**config.mk**
```make
export PLATFORM = sky130hd
export DESIGN_NAME = centered_moving_average_unit
export DESIGN_NICKNAME = d
export VERILOG_FILES = /design/src/rtl/cma_pkg.sv /design/src/rtl/cma_datapath.sv /design/src/rtl/cma_controller.sv /design/src/rtl/centered_moving_average_unit.sv
export SDC_FILE = /design/constraint.sdc
export NUM_CORES = 1
export LEC_CHECK = 0
export BUFFER_PORTS_ARGS = -buffer_cell sky130_fd_sc_hd__buf_2
export CAP_MARGIN = 40
export CORE_UTILIZATION = 60
export CTS_BUF_LIST = sky130_fd_sc_hd__clkbuf_4 sky130_fd_sc_hd__clkbuf_8
export DETAILED_ROUTE_END_ITERATION = 7
export PLACE_DENSITY = 0.78
export SLEW_MARGIN = 20
export SYNTH_ARGS = -nofsm -noshare
export SYNTH_HDL_FRONTEND = slang
export SYNTH_SLANG_ARGS = --single-unit
```
**constraint.sdc**
```tcl
create_clock -name clk -period 4.3 [get_ports clk]
set_clock_uncertainty 0.05 [all_clocks]
set_input_delay 1.075 -clock clk [delete_from_list [all_inputs] [get_ports clk]]
set_output_delay 1.075 -clock clk [all_outputs]
set_load 0.02 [all_outputs]
```
**src/rtl/cma_pkg.sv**
```systemverilog
// Shared constants and controller/datapath interface types for the
// centered moving average unit. No dependencies.
`default_nettype none

package cma_pkg;

    localparam int MAX_HALF_DEF    = 15;
    localparam int SAMPLE_BITS_DEF = 16;
    localparam int HALF_W          = 4;
    localparam logic [HALF_W-1:0] HALF_RESET = HALF_W'(2);

    // Commands from the controller to the datapath
    typedef struct packed {
        logic accept;
        logic start_result;
        logic rd_step;
        logic div_start;
        logic div_step;
        logic load_out;
        logic next_age;
    } cma_cmd_t;

    // Status from the datapath to the controller
    typedef struct packed {
        logic emit_ok;
        logic loop_last;
        logic div_done;
        logic out_free;
        logic more;
    } cma_sts_t;

endpackage

`default_nettype wire

```
**src/rtl/cma_datapath.sv**
```systemverilog
// Datapath of the centered moving average unit: sample ring, window sum,
// serial divider and output register. Depends on cma_pkg.
`default_nettype none

module cma_datapath #(
    parameter int MAX_HALF    = cma_pkg::MAX_HALF_DEF,
    parameter int SAMPLE_BITS = cma_pkg::SAMPLE_BITS_DEF
) (
    input  wire logic                          clk,
    input  wire logic                          rst_n,
    input  wire logic                          cfg_valid,
    input  wire logic [cma_pkg::HALF_W-1:0]    cfg_data,
    input  wire logic signed [SAMPLE_BITS-1:0] sample,
    input  wire logic                          last,
    input  wire logic                          out_ready,
    input  wire cma_pkg::cma_cmd_t             cmd,
    output cma_pkg::cma_sts_t                  sts,
    output logic                               out_valid,
    output logic signed [SAMPLE_BITS-1:0]      average,
    output logic                               last_res
);
    import cma_pkg::*;

    localparam int DEPTH = 2 * MAX_HALF + 1;
    localparam int AGE_W = $clog2(DEPTH);
    localparam int CNT_W = $clog2(DEPTH + 1);
    localparam int HW_W  = $clog2(MAX_HALF + 1);
    localparam int SUM_W = SAMPLE_BITS + CNT_W;
    localparam int DC_W  = $clog2(SUM_W + 1);
    localparam logic [AGE_W-1:0] LAST_SLOT = AGE_W'(DEPTH - 1);
    localparam logic [CNT_W-1:0] FULL      = CNT_W'(DEPTH);

    logic [HALF_W-1:0]             half_reg,     half_next;
    logic [AGE_W-1:0]              wp_reg,       wp_next;
    logic [CNT_W-1:0]              filled_reg,   filled_next;
    logic [AGE_W-1:0]              newest_reg,   newest_next;
    logic [HW_W-1:0]               h_reg,        h_next;
    logic                          lastf_reg,    lastf_next;
    logic [AGE_W-1:0]              max_age_reg,  max_age_next;
    logic [AGE_W-1:0]              age_reg,      age_next;
    logic [AGE_W-1:0]              hi_reg,       hi_next;
    logic [AGE_W-1:0]              rd_ptr_reg,   rd_ptr_next;
    logic [AGE_W-1:0]              cnt_reg,      cnt_next;
    logic                          rd_valid_reg, rd_valid_next;
    logic signed [SUM_W-1:0]       sum_reg,      sum_next;
    logic                          neg_reg,      neg_next;
    logic [SUM_W-1:0]              dq_reg,       dq_next;
    logic [CNT_W-1:0]              rem_reg,      rem_next;
    logic [DC_W-1:0]               dcnt_reg,     dcnt_next;
    logic                          ovalid_reg,   ovalid_next;
    logic signed [SAMPLE_BITS-1:0] average_reg,  average_next;
    logic                          last_res_reg, last_res_next;

    logic signed [SAMPLE_BITS-1:0] rd_data_reg;
    logic signed [SAMPLE_BITS-1:0] ring_mem [DEPTH];

    logic [HW_W-1:0]  h_eff;
    logic [CNT_W-1:0] filled_new;
    logic [AGE_W-1:0] max_age_new;
    logic [AGE_W-1:0] age_init;
    logic [AGE_W:0]   age_plus;
    logic [AGE_W-1:0] hi_calc;
    logic [CNT_W-1:0] divisor;
    logic [CNT_W:0]   trial;
    logic [CNT_W:0]   diff;
    logic [SUM_W-1:0] sum_mag;
    logic [SUM_W-1:0] q_fix;

    // Clamp the configured half width to what the ring holds
    always_comb begin
        if (32'(half_reg) > 32'(MAX_HALF)) begin
            h_eff = HW_W'(MAX_HALF);
        end
        else begin
            h_eff = HW_W'(half_reg);
        end
    end

    assign filled_new  = (filled_reg == FULL) ? FULL : filled_reg + CNT_W'(1);
    assign max_age_new = AGE_W'(filled_new - CNT_W'(1));
    assign age_init    = (max_age_new < AGE_W'(h_eff)) ? max_age_new : AGE_W'(h_eff);
    assign age_plus    = {1'b0, age_reg} + (AGE_W + 1)'(h_reg);
    assign hi_calc     = (age_plus > {1'b0, max_age_reg}) ? max_age_reg : age_plus[AGE_W-1:0];
    assign divisor     = CNT_W'(hi_reg) + CNT_W'(1);
    assign trial       = {rem_reg, dq_reg[SUM_W-1]};
    assign diff        = trial - {1'b0, divisor};
    assign sum_mag     = sum_reg[SUM_W-1] ? SUM_W'(-sum_reg) : SUM_W'(sum_reg);
    assign q_fix       = neg_reg ? (~dq_reg + SUM_W'(1)) : dq_reg;

    always_comb begin
        half_next     = cfg_valid ? cfg_data : half_reg;
        wp_next       = wp_reg;
        filled_next   = filled_reg;
        newest_next   = newest_reg;
        h_next        = h_reg;
        lastf_next    = lastf_reg;
        max_age_next  = max_age_reg;
        age_next      = age_reg;
        hi_next       = hi_reg;
        rd_ptr_next   = rd_ptr_reg;
        cnt_next      = cnt_reg;
        rd_valid_next = cmd.rd_step;
        sum_next      = sum_reg;
        neg_next      = neg_reg;
        dq_next       = dq_reg;
        rem_next      = rem_reg;
        dcnt_next     = dcnt_reg;
        ovalid_next   = ovalid_reg;
        average_next  = average_reg;
        last_res_next = last_res_reg;

        if (cmd.accept) begin
            newest_next  = wp_reg;
            h_next       = h_eff;
            lastf_next   = last;
            max_age_next = max_age_new;
            age_next     = age_init;
            if (last) begin
                // clear for the next signal
                wp_next     = '0;
                filled_next = '0;
            end
            else begin
                wp_next     = (wp_reg == LAST_SLOT) ? '0 : wp_reg + AGE_W'(1);
                filled_next = filled_new;
            end
        end

        if (cmd.start_result) begin
            hi_next     = hi_calc;
            rd_ptr_next = newest_reg;
            cnt_next    = '0;
            sum_next    = '0;
        end

        // walk back from the newest sample, one ring slot per cycle
        if (cmd.rd_step) begin
            rd_ptr_next = (rd_ptr_reg == '0) ? LAST_SLOT : rd_ptr_reg - AGE_W'(1);
            cnt_next    = cnt_reg + AGE_W'(1);
        end

        if (rd_valid_reg) begin
            sum_next = sum_reg + SUM_W'(rd_data_reg);
        end

        if (cmd.div_start) begin
            neg_next  = sum_reg[SUM_W-1];
            dq_next   = sum_mag;
            rem_next  = '0;
            dcnt_next = DC_W'(SUM_W);
        end

        // restoring division, one quotient bit per cycle
        if (cmd.div_step) begin
            if (trial >= {1'b0, divisor}) begin
                rem_next = diff[CNT_W-1:0];
                dq_next  = {dq_reg[SUM_W-2:0], 1'b1};
            end
            else begin
                rem_next = trial[CNT_W-1:0];
                dq_next  = {dq_reg[SUM_W-2:0], 1'b0};
            end
            dcnt_next = dcnt_reg - DC_W'(1);
        end

        if (cmd.load_out) begin
            ovalid_next   = 1'b1;
            average_next  = q_fix[SAMPLE_BITS-1:0];
            last_res_next = lastf_reg && (age_reg == '0);
        end
        else if (out_ready) begin
            ovalid_next = 1'b0;
        end

        if (cmd.next_age) begin
            age_next = age_reg - AGE_W'(1);
        end
    end

    always_ff @(posedge clk or negedge rst_n) begin
        if (!rst_n) begin
            half_reg     <= HALF_RESET;
            wp_reg       <= '0;
            filled_reg   <= '0;
            lastf_reg    <= 1'b0;
            cnt_reg      <= '0;
            rd_valid_reg <= 1'b0;
            dcnt_reg     <= '0;
            ovalid_reg   <= 1'b0;
        end
        else begin
            half_reg     <= half_next;
            wp_reg       <= wp_next;
            filled_reg   <= filled_next;
            lastf_reg    <= lastf_next;
            cnt_reg      <= cnt_next;
            rd_valid_reg <= rd_valid_next;
            dcnt_reg     <= dcnt_next;
            ovalid_reg   <= ovalid_next;
        end
    end

    always_ff @(posedge clk) begin
        newest_reg   <= newest_next;
        h_reg        <= h_next;
        max_age_reg  <= max_age_next;
        age_reg      <= age_next;
        hi_reg       <= hi_next;
        rd_ptr_reg   <= rd_ptr_next;
        sum_reg      <= sum_next;
        neg_reg      <= neg_next;
        dq_reg       <= dq_next;
        rem_reg      <= rem_next;
        average_reg  <= average_next;
        last_res_reg <= last_res_next;
    end

    // Sample ring: one write port, one registered read port
    always_ff @(posedge clk) begin
        if (cmd.accept) begin
            ring_mem[wp_reg] <= sample;
        end
        rd_data_reg <= ring_mem[rd_ptr_reg];
    end

    assign sts.emit_ok   = lastf_reg || (max_age_reg >= AGE_W'(h_reg));
    assign sts.loop_last = (cnt_reg == hi_reg);
    assign sts.div_done  = (dcnt_reg == '0);
    assign sts.out_free  = !ovalid_reg || out_ready;
    assign sts.more      = lastf_reg && (age_reg != '0);

    assign out_valid = ovalid_reg;
    assign average   = average_reg;
    assign last_res  = last_res_reg;

endmodule

`default_nettype wire

```
**src/rtl/cma_controller.sv**
```systemverilog
// Controller state machine of the centered moving average unit.
// Depends on cma_pkg for the command and status types.
`default_nettype none

module cma_controller (
    input  wire logic          clk,
    input  wire logic          rst_n,
    input  wire logic          in_valid,
    output logic               in_ready,
    input  wire cma_pkg::cma_sts_t sts,
    output cma_pkg::cma_cmd_t  cmd
);
    import cma_pkg::*;

    localparam logic [2:0] ST_IDLE  = 3'd0;
    localparam logic [2:0] ST_SETUP = 3'd1;
    localparam logic [2:0] ST_ACC   = 3'd2;
    localparam logic [2:0] ST_TAIL  = 3'd3;
    localparam logic [2:0] ST_DIVS  = 3'd4;
    localparam logic [2:0] ST_DIV   = 3'd5;
    localparam logic [2:0] ST_PUT   = 3'd6;

    logic [2:0] state_reg, state_next;

    always_comb begin
        state_next = state_reg;
        cmd        = '0;
        case (state_reg)
            ST_IDLE: begin
                if (in_valid) begin
                    cmd.accept = 1'b1;
                    state_next = ST_SETUP;
                end
            end
            ST_SETUP: begin
                if (sts.emit_ok) begin
                    cmd.start_result = 1'b1;
                    state_next       = ST_ACC;
                end
                else begin
                    state_next = ST_IDLE;
                end
            end
            ST_ACC: begin
                cmd.rd_step = 1'b1;
                if (sts.loop_last) begin
                    state_next = ST_TAIL;
                end
            end
            ST_TAIL: begin
                // last read data lands in the sum
                state_next = ST_DIVS;
            end
            ST_DIVS: begin
                cmd.div_start = 1'b1;
                state_next    = ST_DIV;
            end
            ST_DIV: begin
                if (sts.div_done) begin
                    state_next = ST_PUT;
                end
                else begin
                    cmd.div_step = 1'b1;
                end
            end
            ST_PUT: begin
                if (sts.out_free) begin
                    cmd.load_out = 1'b1;
                    if (sts.more) begin
                        cmd.next_age = 1'b1;
                        state_next   = ST_SETUP;
                    end
                    else begin
                        state_next = ST_IDLE;
                    end
                end
            end
            default: begin
                state_next = ST_IDLE;
            end
        endcase
    end

    always_ff @(posedge clk or negedge rst_n) begin
        if (!rst_n) begin
            state_reg <= ST_IDLE;
        end
        else begin
            state_reg <= state_next;
        end
    end

    assign in_ready = (state_reg == ST_IDLE);

endmodule

`default_nettype wire

```
**src/rtl/centered_moving_average_unit.sv**
```systemverilog
// Top level of the centered moving average unit.
// Depends on cma_pkg, cma_controller and cma_datapath.
//
// Usage:
//   Samples enter on the input channel (in_valid/in_ready, sample, last); a
//   high last marks the final sample of a signal. Results leave on the
//   output channel (out_valid/out_ready, average, last_res). Each result is
//   the mean of the samples from half_width before to half_width after its
//   position, counting only samples that exist, truncated toward zero.
//   half_width is written through cfg_valid/cfg_data (cfg_ready is always
//   high); write it only while the block is idle.
//   Results lag their sample by half_width positions. A last sample flushes
//   all pending results, the final one flagged by last_res, then the ring
//   starts over for the next signal.
//   One item is processed at a time. An item with no result goes from the
//   setup state straight back to idle. An item with a result reads the ring
//   once per sample averaged, then runs the serial divider at one quotient
//   bit per cycle over the SUM_W-bit sum (SUM_W is 21 at defaults); each
//   further flushed result repeats the setup, ring reads and division.
//   A finished result sits in the output register; the next sample is taken
//   while it waits. A stalled receiver holds the next result back in the
//   datapath. Reset clears the ring position, fill count and output valid
//   and sets half_width to 2.
`default_nettype none

module centered_moving_average_unit #(
    parameter int MAX_HALF    = cma_pkg::MAX_HALF_DEF,
    parameter int SAMPLE_BITS = cma_pkg::SAMPLE_BITS_DEF
) (
    input  wire logic                          clk,
    input  wire logic                          rst_n,
    input  wire logic                          cfg_valid,
    output logic                               cfg_ready,
    input  wire logic [cma_pkg::HALF_W-1:0]    cfg_data,
    input  wire logic                          in_valid,
    output logic                               in_ready,
    input  wire logic signed [SAMPLE_BITS-1:0] sample,
    input  wire logic                          last,
    output logic                               out_valid,
    input  wire logic                          out_ready,
    output logic signed [SAMPLE_BITS-1:0]      average,
    output logic                               last_res
);
    import cma_pkg::*;

    cma_cmd_t cmd;
    cma_sts_t sts;

    // Configuration takes effect at the next accepted sample
    assign cfg_ready = 1'b1;

    cma_controller u_ctrl (
        .clk      (clk),
        .rst_n    (rst_n),
        .in_valid (in_valid),
        .in_ready (in_ready),
        .sts      (sts),
        .cmd      (cmd)
    );

    cma_datapath #(
        .MAX_HALF    (MAX_HALF),
        .SAMPLE_BITS (SAMPLE_BITS)
    ) u_dp (
        .clk       (clk),
        .rst_n     (rst_n),
        .cfg_valid (cfg_valid),
        .cfg_data  (cfg_data),
        .sample    (sample),
        .last      (last),
        .out_ready (out_ready),
        .cmd       (cmd),
        .sts       (sts),
        .out_valid (out_valid),
        .average   (average),
        .last_res  (last_res)
    );

endmodule

`default_nettype wire

```
# After elaboration in Yosys (flattened, before gate mapping)
# Memories as Yosys holds them, arrays and structs flattened. A register that Yosys moved wholly into a read port is not among the register bits.
# Cells that the tools add are included.
# op_classes
addsub	13
n_lt_le_gt_ge	4
n_eq_ne	13
mux	47
bitwise_logic	1
n_reduce_logical	16
# ops
cell	n
$mux W21	5
$mux W5	18
$add A21 B16 Y21	1
$neg A21 Y21	1
$pmux W3 S7	1
$add A5 B1 Y5 const B	4
$sub A5 B1 Y5 const B	4
$add A16 B1 Y16 const B	1
$mux W16	1
$not A16 Y16	1
$logic_not A5 Y1	3
$mux W1	15
$mux W3	4
$eq A5 B5 Y1 const B	2
$reduce_bool A2 Y1	5
$eq A3 B3 Y1 const B	3
$ne A2 B2 Y1 const B	4
$add A5 B4 Y6	1
$eq A3 B2 Y1 const B	2
$ge A6 B5 Y1	1
$gt A6 B5 Y1	1
$mux W2	3
$eq A5 B5 Y1	1
$ge A5 B4 Y1	1
9 further kinds	11
# word_totals
reg_bits	124
mem_bits_rw	496
out_inout_bits	20
word_cells	116
n_memories	1
# mem_list
name	words	width	read_ports	rd_clocked_by_memory_dff	wr	line	source
u_dp.ring_mem	31	16	1	1	1	cma_datapath.sv:55	logic signed [SAMPLE_BITS-1:0] ring_mem [DEPTH];

# Longest topological paths before layout
# Gate-level depths: netlist (run 1).
# logic_depth
word_depth	7
depth_mapped	11
depth_no_buf	11

# Hierarchy
# A second synthesis (run 1) with hierarchy kept.
# unflattened
hier_cells	1556
hier_area_um2	27024.7
# modules_own_cells
module	instances	cells_each	area_per_inst_um2	seq_area_each_um2
cma_datapath	1	1526	26773.2	18714.2
cma_controller	1	28	240.2	75.1
centered_moving_average_unit	1	2	11.3	0.0

# Least setup slack after synthesis (run 1)
# Ideal clock, no wire load.
# synth_path
path_kind	register -> register
from	register u_ctrl.state_reg[2]
to	memory u_dp.ring_mem[14][0] (netlist name), enable pin
t_arrival_ns	3.144
required_time_ns	3.862
path_slack_ns	0.717
stages_incl_launch_ff	8
path_buffers	2
path_cell_list	dfrtp_1 -> clkbuf_1 -> nor3_1 -> nand2_1 -> inv_1 -> buf_1 -> nand2_1 -> nor2_1
# synth_lines
element	line	source
from (decl)	cma_controller.sv:23	logic [2:0] state_reg, state_next;
from (signal assigned)	cma_controller.sv:89	state_reg <= state_next;
to (decl)	cma_datapath.sv:55	

# Final worst setup path (run 1)
# layout_path
from	register u_dp.filled_reg[0]
to	register u_dp.age_reg[3] (data pin)
# layout_via
elab_chain_len	7
elab_cells_between_ends	8
classes_between	add/sub: 2; order compare: 1; eq/ne: 1; mux: 4
# layout_lines
element	line	source
from (decl)	cma_datapath.sv:35	logic [CNT_W-1:0] filled_reg, filled_next;
from (signal assigned)	cma_datapath.sv:194	filled_reg <= filled_next;
$add A5 B1 Y5 / $eq A5 B5 Y1 (equally long branches)	cma_datapath.sv:79	assign filled_new = (filled_reg == FULL) ? FULL : filled_reg + CNT_W'(1);
$mux W5 (*)	cma_datapath.sv:79	
$sub A5 B1 Y5 (*)	cma_datapath.sv:80	assign max_age_new = AGE_W'(filled_new - CNT_W'(1));
net u_dp.max_age_new[3]	cma_datapath.sv:59	logic [AGE_W-1:0] max_age_new;
$lt A5 B4 Y1	cma_datapath.sv:81	assign age_init = (max_age_new < AGE_W'(h_eff)) ? max_age_new : AGE_W'(h_eff);
$mux W5 (*)	cma_datapath.sv:81	
$mux W5 (*)	cma_datapath.sv:112	if (cmd.accept) begin
$mux W5 (*)	cma_datapath.sv:175	if (cmd.next_age) begin
net u_dp.age_next[3]	cma_datapath.sv:40	logic [AGE_W-1:0] age_reg, age_next;
to (signal assigned)	cma_datapath.sv:207	age_reg <= age_next;
to (decl)	cma_datapath.sv:40	
# Mark *: on every way through the listed nets, which the timed path passes. The rest lies on a longest branch. The select of a mux whose other input is x is not followed.
# A chain may end at the register's enable or synchronous reset.

==> out/metrics.yaml, run 1 <==
power_and_ir_drop:
  power.leakage_nw: 10.4
  total_power_mw: 20.3
  power_density_nw_per_um2: 672
  peakVddDrop_v: 0.000399
setup_path:
  crit_path_cell_trace: "ha_1 > nand2b_1 > a21oi_1 > o32ai_1 > a211oi_1 > ha_1 > a211oi_1 > mux2i_1 > mux2i_1"
  slowest_delay_ps: 650
  cp.arrival_ps: 3860
  setup.worst_path.end_class: "register"
  worstSetupPathType: "reg2reg"
  cp.required_ps: 4670
  reg2regPathDepth: 9
  critical_path.max_fanout: 11
  cp-start-kind: "register"
  slowest_stage: "a211oi_1"
  path_delay_family: "compound AO/OA/AOI/OAI gates"
  crit_buf_inv: 0
  cp_num_cells: 9
clocking:
  insertion_delay_ps: 680
  cts.sinks: 636
  clockBufferDepth: 3
  holdBufCountCts: 0
  cts_tree: "done"
  path_clk_slew_ps: 60
  cts_setup_buffers: 0
  cts-root-buf: "clkbuf_8"
  ctsResizeCount: 0
  htreeDepth: 3
  cts_buffers: 98
route:
  final_antenna_net_count: 0
  dr.pass1.iters: 6
  vias: 14600
  drt_iter0_drc: 1397
  drcViolationCount: 0
  wl_per_cell_um: 23.2
  routed_wirelength_mm: 55.0
  vias_per_cell: 6.15
floorplanning:
  rows: 77
  die_y_um: 214
  dieArea_sq_um: 45800
  die_x_um: 214
  pin_count: 46
  fp.coreArea_sq_um: 44300
  initial_utilization_pct: 60.9
synthesis:
  synth_nets: 1655
  netlist_instances: 1573
  async_flop_share_pct: 4.72
  syn_area_sq_um: 27000
  seq_area_frac_synth_pct: 69.6
  ys.flop_type: "edfxtp_1"
  ys.warnings.count: 0
  yosys_register_bits: 636
  synth_area_per_cell_sq_um: 17.2
  synth_edf_count: 590
  synthDistinctLibCells: 68
place:
  dp_cells: 2194
  hpwlAfterDp_mm: 34.4
  place_congestion: 0.876
  place_area_sq_um: 28200
  port_buffers: 44
  pre_cts_ws_ps: 866
global_routing:
  antenna_found_initial: 0
  grt_usage_pct: 24.7
  grt_max_degree: 89
  grt_overflow: 0
  grt_pass1_wl_mm: 85.5
  grt_pass1_vias: 15000
cells_and_area:
  diodes: 0
  design_area_sq_um: 30300
  layout.cells.non_filler: 2374
  nFillCells: 2809
  layout-drive-gt1-share_pct: 25.5
  largest_reg_flops: 496
  nets: 1786
  area_delta_synth_final_pct: 12.2
sta:
  tightest_slew_ps: 784
  slew_headroom_pct: 47.4
  fmax_mhz: 286
  fin_crit_sh_pct: 81.3
  fin_tns_setup_ps: 0
  setup_viol: 0
  rsz0062_at_grt: "no"
  slew_viol_final: 0
  fin_crit_ps: 3490
  setup_slack_ps: 806
  hold_viol: 0
outcome:
  status: "finished, final reports clean"
worst_hold_path:
  hold_class: "in2async"
job:
  cap_violations: 0
-- synth_stat cells (all sizes together), types with 3 or more instances --
| master | count | share of area [%] |
|---|---|---|
| a211oi | 12 | 0.33 |
| a21o | 12 | 0.33 |
| a21oi | 33 | 0.61 |
| a31oi | 8 | 0.19 |
| and2 | 6 | 0.14 |
| and3 | 4 | 0.093 |
| buf | 21 | 0.32 |
| clkbuf | 51 | 0.71 |
| dfrtp | 29 | 2.7 |
| dfxtp | 16 | 1.2 |
| edfxtp | 590 | 66 |
| fa | 3 | 0.22 |
| ha | 53 | 2.5 |
| inv | 41 | 0.57 |
| mux2 | 21 | 0.88 |
| mux2i | 33 | 1.2 |
| mux4 | 144 | 12 |
| nand2 | 109 | 1.5 |
| nand2b | 10 | 0.23 |
| nand3 | 20 | 0.37 |
| nand3b | 3 | 0.083 |
| nand4 | 4 | 0.093 |
| nor2 | 87 | 1.2 |
| nor2b | 8 | 0.19 |
| nor3 | 18 | 0.33 |
| o211ai | 3 | 0.083 |
| o21a | 6 | 0.17 |
| o21ai | 83 | 1.5 |
| o21bai | 5 | 0.14 |
| o31ai | 15 | 0.42 |
| o41ai | 5 | 0.16 |
| or2 | 5 | 0.12 |
| or3 | 10 | 0.25 |
| or4 | 7 | 0.22 |
| xnor2 | 37 | 1.2 |
| xor2 | 27 | 0.88 |
-- worst reg2reg max path, delay by kind of cell, from the launching register on --
| kind | cells | cell delay [ps] |
|---|---|---|
| compound gates | 4 | 1370 |
| fa+ha+maj | 2 | 730 |
| flops | 1 | 480 |
| mux | 2 | 370 |
| simple gates | 1 | 250 |
-- placed cells by master, fill, tap and decap left out, types with 6 or more instances in the layout --
master and count:
edfxtp_1 590, mux4_2 144, nand2_1 109, clkbuf_8 105, o21ai_0 81, nor2_1 78
ha_1 53, buf_4 46, buf_2 45, inv_1 41, clkbuf_4 38, xnor2_1 37
a21oi_1 33, mux2i_1 33, dfrtp_1 29, xor2_1 27, mux2_2 21, nand3_1 20
clkinv_1 19, nor3_1 17, dfxtp_1 16, o31ai_1 15, a211oi_1 12, a21o_1 12
nand2b_1 10, or3_1 9, nor2_2 9, a31oi_1 8, nor2b_1 8, clkinv_2 8
buf_12 7, o21a_1 6
-- per-layer routing --
layer | global-route usage [%] | vias up | routed length [um]
met4 | 9.48 | 0 | 1720
met1 | 33.3 | 7386 | 22200
li1 | - | 6494 | -
met5 | 0 | - | 0
met2 | 40.4 | 602 | 27300
met3 | 4.75 | 126 | 3730
-- worst paths after layout --
path                       slack, ps         endpoint          startpoint
min                              400    u_dp.h_eff[0]               rst_n
min in group clk                 440    u_dp.h_reg[2]       u_dp.h_eff[2]
max                              810  u_dp.age_reg[3]  u_dp.filled_reg[0]
max in group asynchronous       3310   u_dp.wp_reg[4]               rst_n
min reg2reg                      440    u_dp.h_reg[2]       u_dp.h_eff[2]
max reg2reg                      810  u_dp.age_reg[3]  u_dp.filled_reg[0]
-- power breakdown --
group          internal [mW]  switching [mW]
Combinational           3.39            3.69
Clock                   2.72            2.31
Sequential              7.61           0.638
Total                   13.7            6.63
-- metrics by stage --
step,utilization [%],hold WS (ps)
finish,68.3,401
global route,68.3,436
CTS,68.2,386
floorplan,-,373
global placement,63.6,420
detailed placement,63.7,434
-- final cells by class --
class	count	area, sq um	share of cell area, %
clock buffers	143	1730	5.72
well taps	592	741	2.45
multi-input cells	823	7780	25.7
inverters	42	158	0.521
repair buffers	103	803	2.65
flip-flops and latches	636	18800	62.1
clock inverters	35	256	0.848
-- cells by family (layout without fill, tap and decap cells) --
kind of cell	Yosys count	count (layout)	synth area share [%]
other	1	1	0.0139
muxes	198	198	14.1
DFF	636	636	69.6
AOI/OAI and AO/OA	203	203	4.67
and+or+nand+nor	301	301	5.17
xor gates and xnor gates	64	64	2.08
buffers and inverters	114	323	1.62
adders and majority gates	56	56	2.68
No activity file was read; power rests on OpenSTA's default activity.
==> run 2, diff against run 1 <==
--- a/config.mk
+++ b/config.mk
@@ -5,6 +5,7 @@
 export SDC_FILE = /design/constraint.sdc
 export NUM_CORES = 1
 export LEC_CHECK = 0
+export ABC_AREA = 1
 export BUFFER_PORTS_ARGS = -buffer_cell sky130_fd_sc_hd__buf_2
 export CAP_MARGIN = 40
 export CORE_UTILIZATION = 60
==> constraint.sdc (replaced) <==
create_clock -name clk -period 3.6 [get_ports clk]
set_clock_uncertainty 0.05 [all_clocks]
set_input_delay 0.9 -clock clk [delete_from_list [all_inputs] [get_ports clk]]
set_output_delay 0.9 -clock clk [all_outputs]
set_load 0.02 [all_outputs]
==> run 2 against run 1 <==
Against the previous run: via count grew 30%; global-route usage is 2.4 points higher; sequential share of layout area is 0.47 points lower; worst setup slack worse by 320 ps; critical endpoint is now u_dp.hi_reg[1]; largest power group unchanged.
==> out/metrics.yaml, run 2 <==
place:
  place_congestion: 0.929  # +6.0%
  port_buffers: 44  # unchanged
  pre_cts_ws_ps: 489  # -377 ps
  hpwlAfterDp_mm: 38.2  # +11%
clocking:
  ctsResizeCount: 0  # unchanged
  cts.sinks: 636  # unchanged
  cts_buffers: 99  # +1.0%
  path_clk_slew_ps: 60  # about the same
  clockBufferDepth: 3  # unchanged
  cts-root-buf: "clkbuf_8"
  cts_tree: "done"
  insertion_delay_ps: 690  # about the same
  cts_setup_buffers: 0  # unchanged
  holdBufCountCts: 0  # unchanged
  htreeDepth: 3  # unchanged
synthesis:
  synthDominantCellAreaShare_pct: 64.0  # -1.7 points
  synthDistinctLibCells: 56  # -18%
  yosys_register_bits: 636  # unchanged
  netlist_instances: 2410  # +53%
  synth_area_per_cell_sq_um: 11.5  # -33%
  syn_area_sq_um: 27700  # +2.6%
  synth_xor_xnor_area_share_pct: 1.52  # -0.56 points
  synth_area_leaders: "edfxtp_1 64%, o21ai_0 5.2%, nor2_1 5.0%, nand2_1 4.4%, dfrtp_1 2.6%"
  synth_edf_count: 590  # unchanged
  synth_mux_area_share_pct: 0  # -14 points
  async_flop_share_pct: 4.72  # unchanged
  ys.warnings.count: 0  # unchanged
  seq_area_frac_synth_pct: 67.9  # -1.8 points
  yosysMostFrequentCell: "edfxtp_1"
  synth_nets: 2492  # +51%
  synth_commonest_cells: "590 x edfxtp_1, 371 x nor2_1, 321 x nand2_1, 285 x o21ai_0, 139 x inv_1"
  ys.flop_type: "edfxtp_1"
  synth_top_family_by_area: "simple AND/OR/NAND/NOR gates"
  synth_fa_ha_area_share_pct: 2.61  # -0.067 points
  synth_simple_gate_area_share_pct: 12.5  # +7.3 points
  synth_compound_area_share_pct: 11.2  # +6.5 points
  synth_top_cell_by_area: "edfxtp_1"
setup_path:
  critical_path.max_fanout: 10  # -1
  slowest_delay_ps: 440  # -210 ps
  r2r_slack_ps: 490  # -320 ps
  crit_buf_inv: 1  # +1
  endpoint: "u_dp.hi_reg[1]"
  reg2regPathDepth: 13  # +4
  worstReg2RegStart: "u_dp.age_reg[2]"
  crit_path_cell_trace: "ha_1 > a21o_1 > a31oi_1 > xor2_1 > inv_1 > ha_1 > a21oi_1 > o21ai_0 > a21o_1 > o21ai_0 > nand2_1 > nor2_1 > a21oi_1"
  cp-start-kind: "register"
  cp-startpoint: "u_dp.age_reg[2]"
  setup.worst_path.end_class: "register"
  cp.arrival_ps: 3480  # -380 ps
  path_delay_family: "compound AO/OA/AOI/OAI gates"
  cp_num_cells: 13  # +4
  cp.required_ps: 3970  # -700 ps
  slowest_stage: "edfxtp_1"
  worstSetupPathType: "reg2reg"
  rr_endpoint: "u_dp.hi_reg[1]"
cells_and_area:
  layout-drive-gt1-share_pct: 11.0  # -15 points
  fin_util_pct: 67.0  # -1.2 points
  diodes: 0  # unchanged
  final_common_cell: "edfxtp_1"
  nets: 2576  # +44%
  layout_common_cells: "590 x edfxtp_1, 369 x nor2_1, 321 x nand2_1"
  largest_reg_flops: 496  # unchanged
  area_delta_synth_final_pct: 10.2
route:
  wl_per_cell_um: 19.9  # -14%
  routed_wirelength_mm: 63.4  # +15%
  vias: 18900  # +30%
  dr.pass1.iters: 5  # -1
  vias_per_cell: 5.96  # -3.2%
  final_antenna_net_count: 0  # unchanged
  drcViolationCount: 0  # unchanged
  drt_iter0_drc: 1888  # +35%
power_and_ir_drop:
  peakVddDrop_v: 0.000661  # +65%
  total_power_mw: 24.6  # +21%
  power.leakage_nw: 11.1  # +6.5%
  power_density_nw_per_um2: 806  # +20%
floorplanning:
  fp.coreArea_sq_um: 45500  # +2.6%
  dieArea_sq_um: 47000  # +2.6%
  die_y_um: 217  # +1.3%
  initial_utilization_pct: 60.9  # about the same
  die_x_um: 217  # +1.3%
  pin_count: 46  # unchanged
  rows: 78  # +1.3%
global_routing:
  grt_overflow: 0  # unchanged
  grt_max_degree: 158  # +78%
  grt_pass1_wl_mm: 97.6  # +14%
  antenna_found_initial: 0  # unchanged
  grt_usage_pct: 27.1  # +2.4 points
  grt_pass1_vias: 18300  # +22%
sta:
  fin_tns_setup_ps: 0  # unchanged
  hold_viol: 0  # unchanged
  setup_slack_ps: 485  # -321 ps
  fin_crit_ps: 3110  # -379 ps
  rsz0062_at_grt: "no"
  holdWs_ps: 252  # -148 ps
  fmax_mhz: 321  # +12%
  slew_viol_final: 0  # unchanged
  slew_headroom_pct: 43.1  # -4.3 points
  tightest_slew_ps: 854  # +69.9 ps
  setup_viol: 0  # unchanged
  fin_crit_sh_pct: 86.5  # +5.3 points
job:
  cap_violations: 0  # unchanged
outcome:
  status: "finished, final reports clean"
worst_hold_path:
  hold_class: "in2async"
==> run 2: worst min path at each step <==
stage	end	slack (ps)	cells past startpoint	start
finish	u_dp.filled_reg[2]	250	1	rst_n
CTS	u_ctrl.state_reg[0]	230	1	rst_n
global route	u_dp.h_eff[0]	270	1	rst_n
detailed placement	u_dp.average[0]	390	0	u_dp.dq_reg[0]
floorplan	u_dp.neg_reg	370	0	u_dp.sum_reg[20]
global placement	u_dp.average[0]	380	0	u_dp.dq_reg[0]
==> run 2: per-layer routing <==
layer | global-route usage (%) | part of all wire (%)
met1 | 36.0 | 39
met2 | 43.7 | 47
met3 | 5.21 | 9.5
met4 | 12.2 | 3.8
met5 | 0 | 0
==> run 2: stage by stage <==
stage | std cells | area [sq um]
final | 3178 | 30500
after global routing | 3178 | 30500
after CTS | 3178 | 30500
after detailed placement | 2993 | 28500
after global placement | 2991 | 28500
after floorplan | 2410 | 27700
==> run 2: report_power, final <==
part           internal (mW)  total (mW)  switching, mW
clock network           3.19        5.94           2.75
registers               9.17        9.79          0.622
logic                   2.79        8.85           6.06
==> run 2: worst reg2reg max path, cell delays in order, from the launching register on <==
cell      delay (ps)
edfxtp_1         440
ha_1             380
a21o_1           200
a31oi_1          210
xor2_1           200
inv_1             60
ha_1             310
a21oi_1          180
o21ai_0          150
a21o_1           180
o21ai_0           80
nand2_1          210
nor2_1           150
a21oi_1           60
==> run 2: cells by family after synthesis <==
logic type | count (synthesis)
AND/OR/NAND/NOR | 842
other | 1
XOR/XNOR | 48
buffers and inverters | 260
adder cells (fa/ha/maj) | 56
flip-flops | 636
AO/OA/AOI/OAI | 567
==> run 2: final cells by class <==
class	instances	area, sq um
clock buffers	141	1730
repair buffers	98	691
clock inverters	44	253
inverters	145	552
well taps	600	751
flip-flops and latches	636	18800
fillers	3237	15000
multi-input cells	1514	7720
==> run 3, diff against run 2 <==
--- a/config.mk
+++ b/config.mk
@@ -9,7 +9,6 @@
 export BUFFER_PORTS_ARGS = -buffer_cell sky130_fd_sc_hd__buf_2
 export CAP_MARGIN = 40
 export CORE_UTILIZATION = 60
-export CTS_BUF_LIST = sky130_fd_sc_hd__clkbuf_4 sky130_fd_sc_hd__clkbuf_8
 export DETAILED_ROUTE_END_ITERATION = 7
 export PLACE_DENSITY = 0.78
 export SLEW_MARGIN = 20
==> run 3 against run 2 <==
Against the previous run: global-route usage about the same; sequential power about the same; fmax down 0.44%; sequential cell count unchanged; cell count down 2.2%; hold slack better by 29 ps; combinational power about the same; largest cell class unchanged; clock power up 5.1%; critical path depth unchanged; die area unchanged.
==> out/metrics.yaml, run 3 (synthesis results as in run 2) <==
sta:
  slew_headroom_pct: 43.9  # +0.86 points
  slew_viol_final: 0  # unchanged
  rsz0062_at_grt: "no"
  hold_viol: 0  # unchanged
  setup_viol: 0  # unchanged
  tightest_slew_ps: 841  # -12.8 ps
  fin_crit_ps: 3130  # +13.9 ps
  fmax_mhz: 320  # -0.44%
  fin_crit_sh_pct: 86.9  # +0.39 points
  fin_tns_setup_ps: 0  # unchanged
global_routing:
  grt_overflow: 0  # unchanged
  grt_max_degree: 158  # unchanged
  antenna_found_initial: 0  # unchanged
  grt_pass1_vias: 18100  # -1.0%
  grt_usage_pct: 27.1  # -0.029 points
  grt_pass1_wl_mm: 97.8  # +0.13%
clocking:
  cts_buffers: 61  # -38%
  cts.sinks: 636  # unchanged
  cts_tree: "done"
  cts-root-buf: "clkbuf_16"
  path_clk_slew_ps: 60  # about the same
  htreeDepth: 2  # -1
  cts_setup_buffers: 0  # unchanged
  holdBufCountCts: 0  # unchanged
  clockBufferDepth: 3  # unchanged
  insertion_delay_ps: 630  # -60 ps
  ctsResizeCount: 0  # unchanged
setup_path:
  slowest_delay_ps: 440  # about the same
  worstSetupPathType: "reg2reg"
  cp.required_ps: 3920  # -50 ps
  crit_buf_inv: 1  # unchanged
  cp-start-kind: "register"
  critical_path.max_fanout: 10  # unchanged
  cp.arrival_ps: 3450  # -30 ps
  setup.worst_path.end_class: "register"
  reg2regPathDepth: 13  # unchanged
  crit_path_cell_trace: "ha_1 > a21o_1 > a31oi_1 > xor2_1 > inv_1 > ha_1 > a21oi_1 > o21ai_0 > a21o_1 > o21ai_0 > nand2_1 > nor2_1 > a21oi_1"
  path_delay_family: "compound AO/OA/AOI/OAI gates"
  cp_num_cells: 13  # unchanged
  slowest_stage: "edfxtp_1"
power_and_ir_drop:
  internal_power_mw: 15.5  # +2.1%
  seqPwrFrac_pct: 39.3  # -0.5 points
  p_switching_mw: 9.43  # about the same
  clockPowerShare_pct: 25.1  # +0.9 points
  switching_share_pct: 37.9  # -0.49 points
  power.leakage_nw: 11.0  # -0.75%
  combPwrFrac_pct: 35.6  # -0.4 points
  peakVddDrop_v: 0.000658  # -0.47%
  power_density_nw_per_um2: 817  # +1.3%
  total_power_mw: 24.9  # +1.3%
place:
  port_buffers: 44  # unchanged
  dp_cells: 2993  # unchanged
  place_congestion: 0.929  # unchanged
  hpwlAfterDp_mm: 38.2  # unchanged
route:
  final_antenna_net_count: 0  # unchanged
  vias: 18800  # -0.55%
  drt_iter0_drc: 2094  # +11%
  routed_wirelength_mm: 63.5  # +0.15%
  dr.pass1.iters: 6  # +1
  vias_per_cell: 6.06  # +1.7%
  drcViolationCount: 0  # unchanged
  wl_per_cell_um: 20.4  # +2.4%
floorplanning:
  die_y_um: 217  # unchanged
  pin_count: 46  # unchanged
  rows: 78  # unchanged
  fp.coreArea_sq_um: 45500  # unchanged
  die_x_um: 217  # unchanged
  dieArea_sq_um: 47000  # unchanged
  initial_utilization_pct: 60.9  # unchanged
worst_hold_path:
  hold_class: "in2async"
outcome:
  status: "finished, final reports clean"
cells_and_area:
  largest_reg_flops: 496  # unchanged
  nets: 2538  # -1.5%
  final_common_cell: "edfxtp_1"
  area_delta_synth_final_pct: 10.1  # about the same
  layout_common_cells: "590 x edfxtp_1, 369 x nor2_1, 321 x nand2_1"
  layout.cells.non_filler: 3108  # -2.2%
  diodes: 0  # unchanged
  layout-drive-gt1-share_pct: 8.41  # -2.6 points
job:
  cap_violations: 0  # unchanged
## run 3: cell count changes in the layout (fill, tap and decap cells not counted), sizes merged
cell	before	now
bufinv	1	3
clkinv	38	26
clkbuf	141	83
clkinvlp	3	1
## run 3: stage by stage
stage / util [%] / cell area [sq um] / hold WS, ps / setup WS [ps]
6_report: 67.0 / 30500 / 282 / 471
5_1_grt: 67.0 / 30500 / 327 / 316
4_1_cts: 67.0 / 30500 / 283 / 486
3_5_place_dp: 62.7 / 28500 / 392 / 489
3_3_place_gp: 62.6 / 28500 / 384 / 669
2_1_floorplan: - / 27700 / 371 / 534
## run 3: area by class of cell
class | count | area [sq um]
Tap cell | 600 | 751
Sequential cell | 636 | 18800
Timing Repair Buffer | 98 | 691
Clock inverter | 32 | 282
Clock buffer | 83 | 1690
Inverter | 145 | 552
Fill cell | 3254 | 15000
Multi-Input combinational cell | 1514 | 7720
## run 3: metal layers
metal / up-vias / part of all wire, % / global-route usage [%]
li1: 8685 / - / -
met1: 9063 / 39 / 36.6
met2: 951 / 48 / 44.5
met3: 129 / 9.3 / 4.23
met4: 0 / 3.6 / 10.7
met5: - / 0 / 0
## run 3: worst paths after layout
kind	startpoint	slack (ps)	to
max in group asynchronous	rst_n	2730	u_dp.h_eff[3]
setup / recovery	u_dp.age_reg[2]	470	u_dp.hi_reg[1]
hold reg to reg	u_dp.dq_reg[0]	410	u_dp.average[0]
setup reg to reg	u_dp.age_reg[2]	470	u_dp.hi_reg[1]
hold / removal	rst_n	280	u_dp.dcnt_reg[2]
min in group clk	u_dp.dq_reg[0]	410	u_dp.average[0]
## run 3: power by group through the flow
stage / Combinational [mW] / Clock (mW) / Sequential, mW
6_report: 8.87 / 6.24 / 9.79
3_5_place_dp: 8.64 / 0 / 9.92
4_1_cts: 8.72 / 6.31 / 9.77
3_3_place_gp: 8.21 / 0 / 9.90
5_1_grt: 9.82 / 6.58 / 9.86
2_1_floorplan: 6.37 / 0 / 9.74
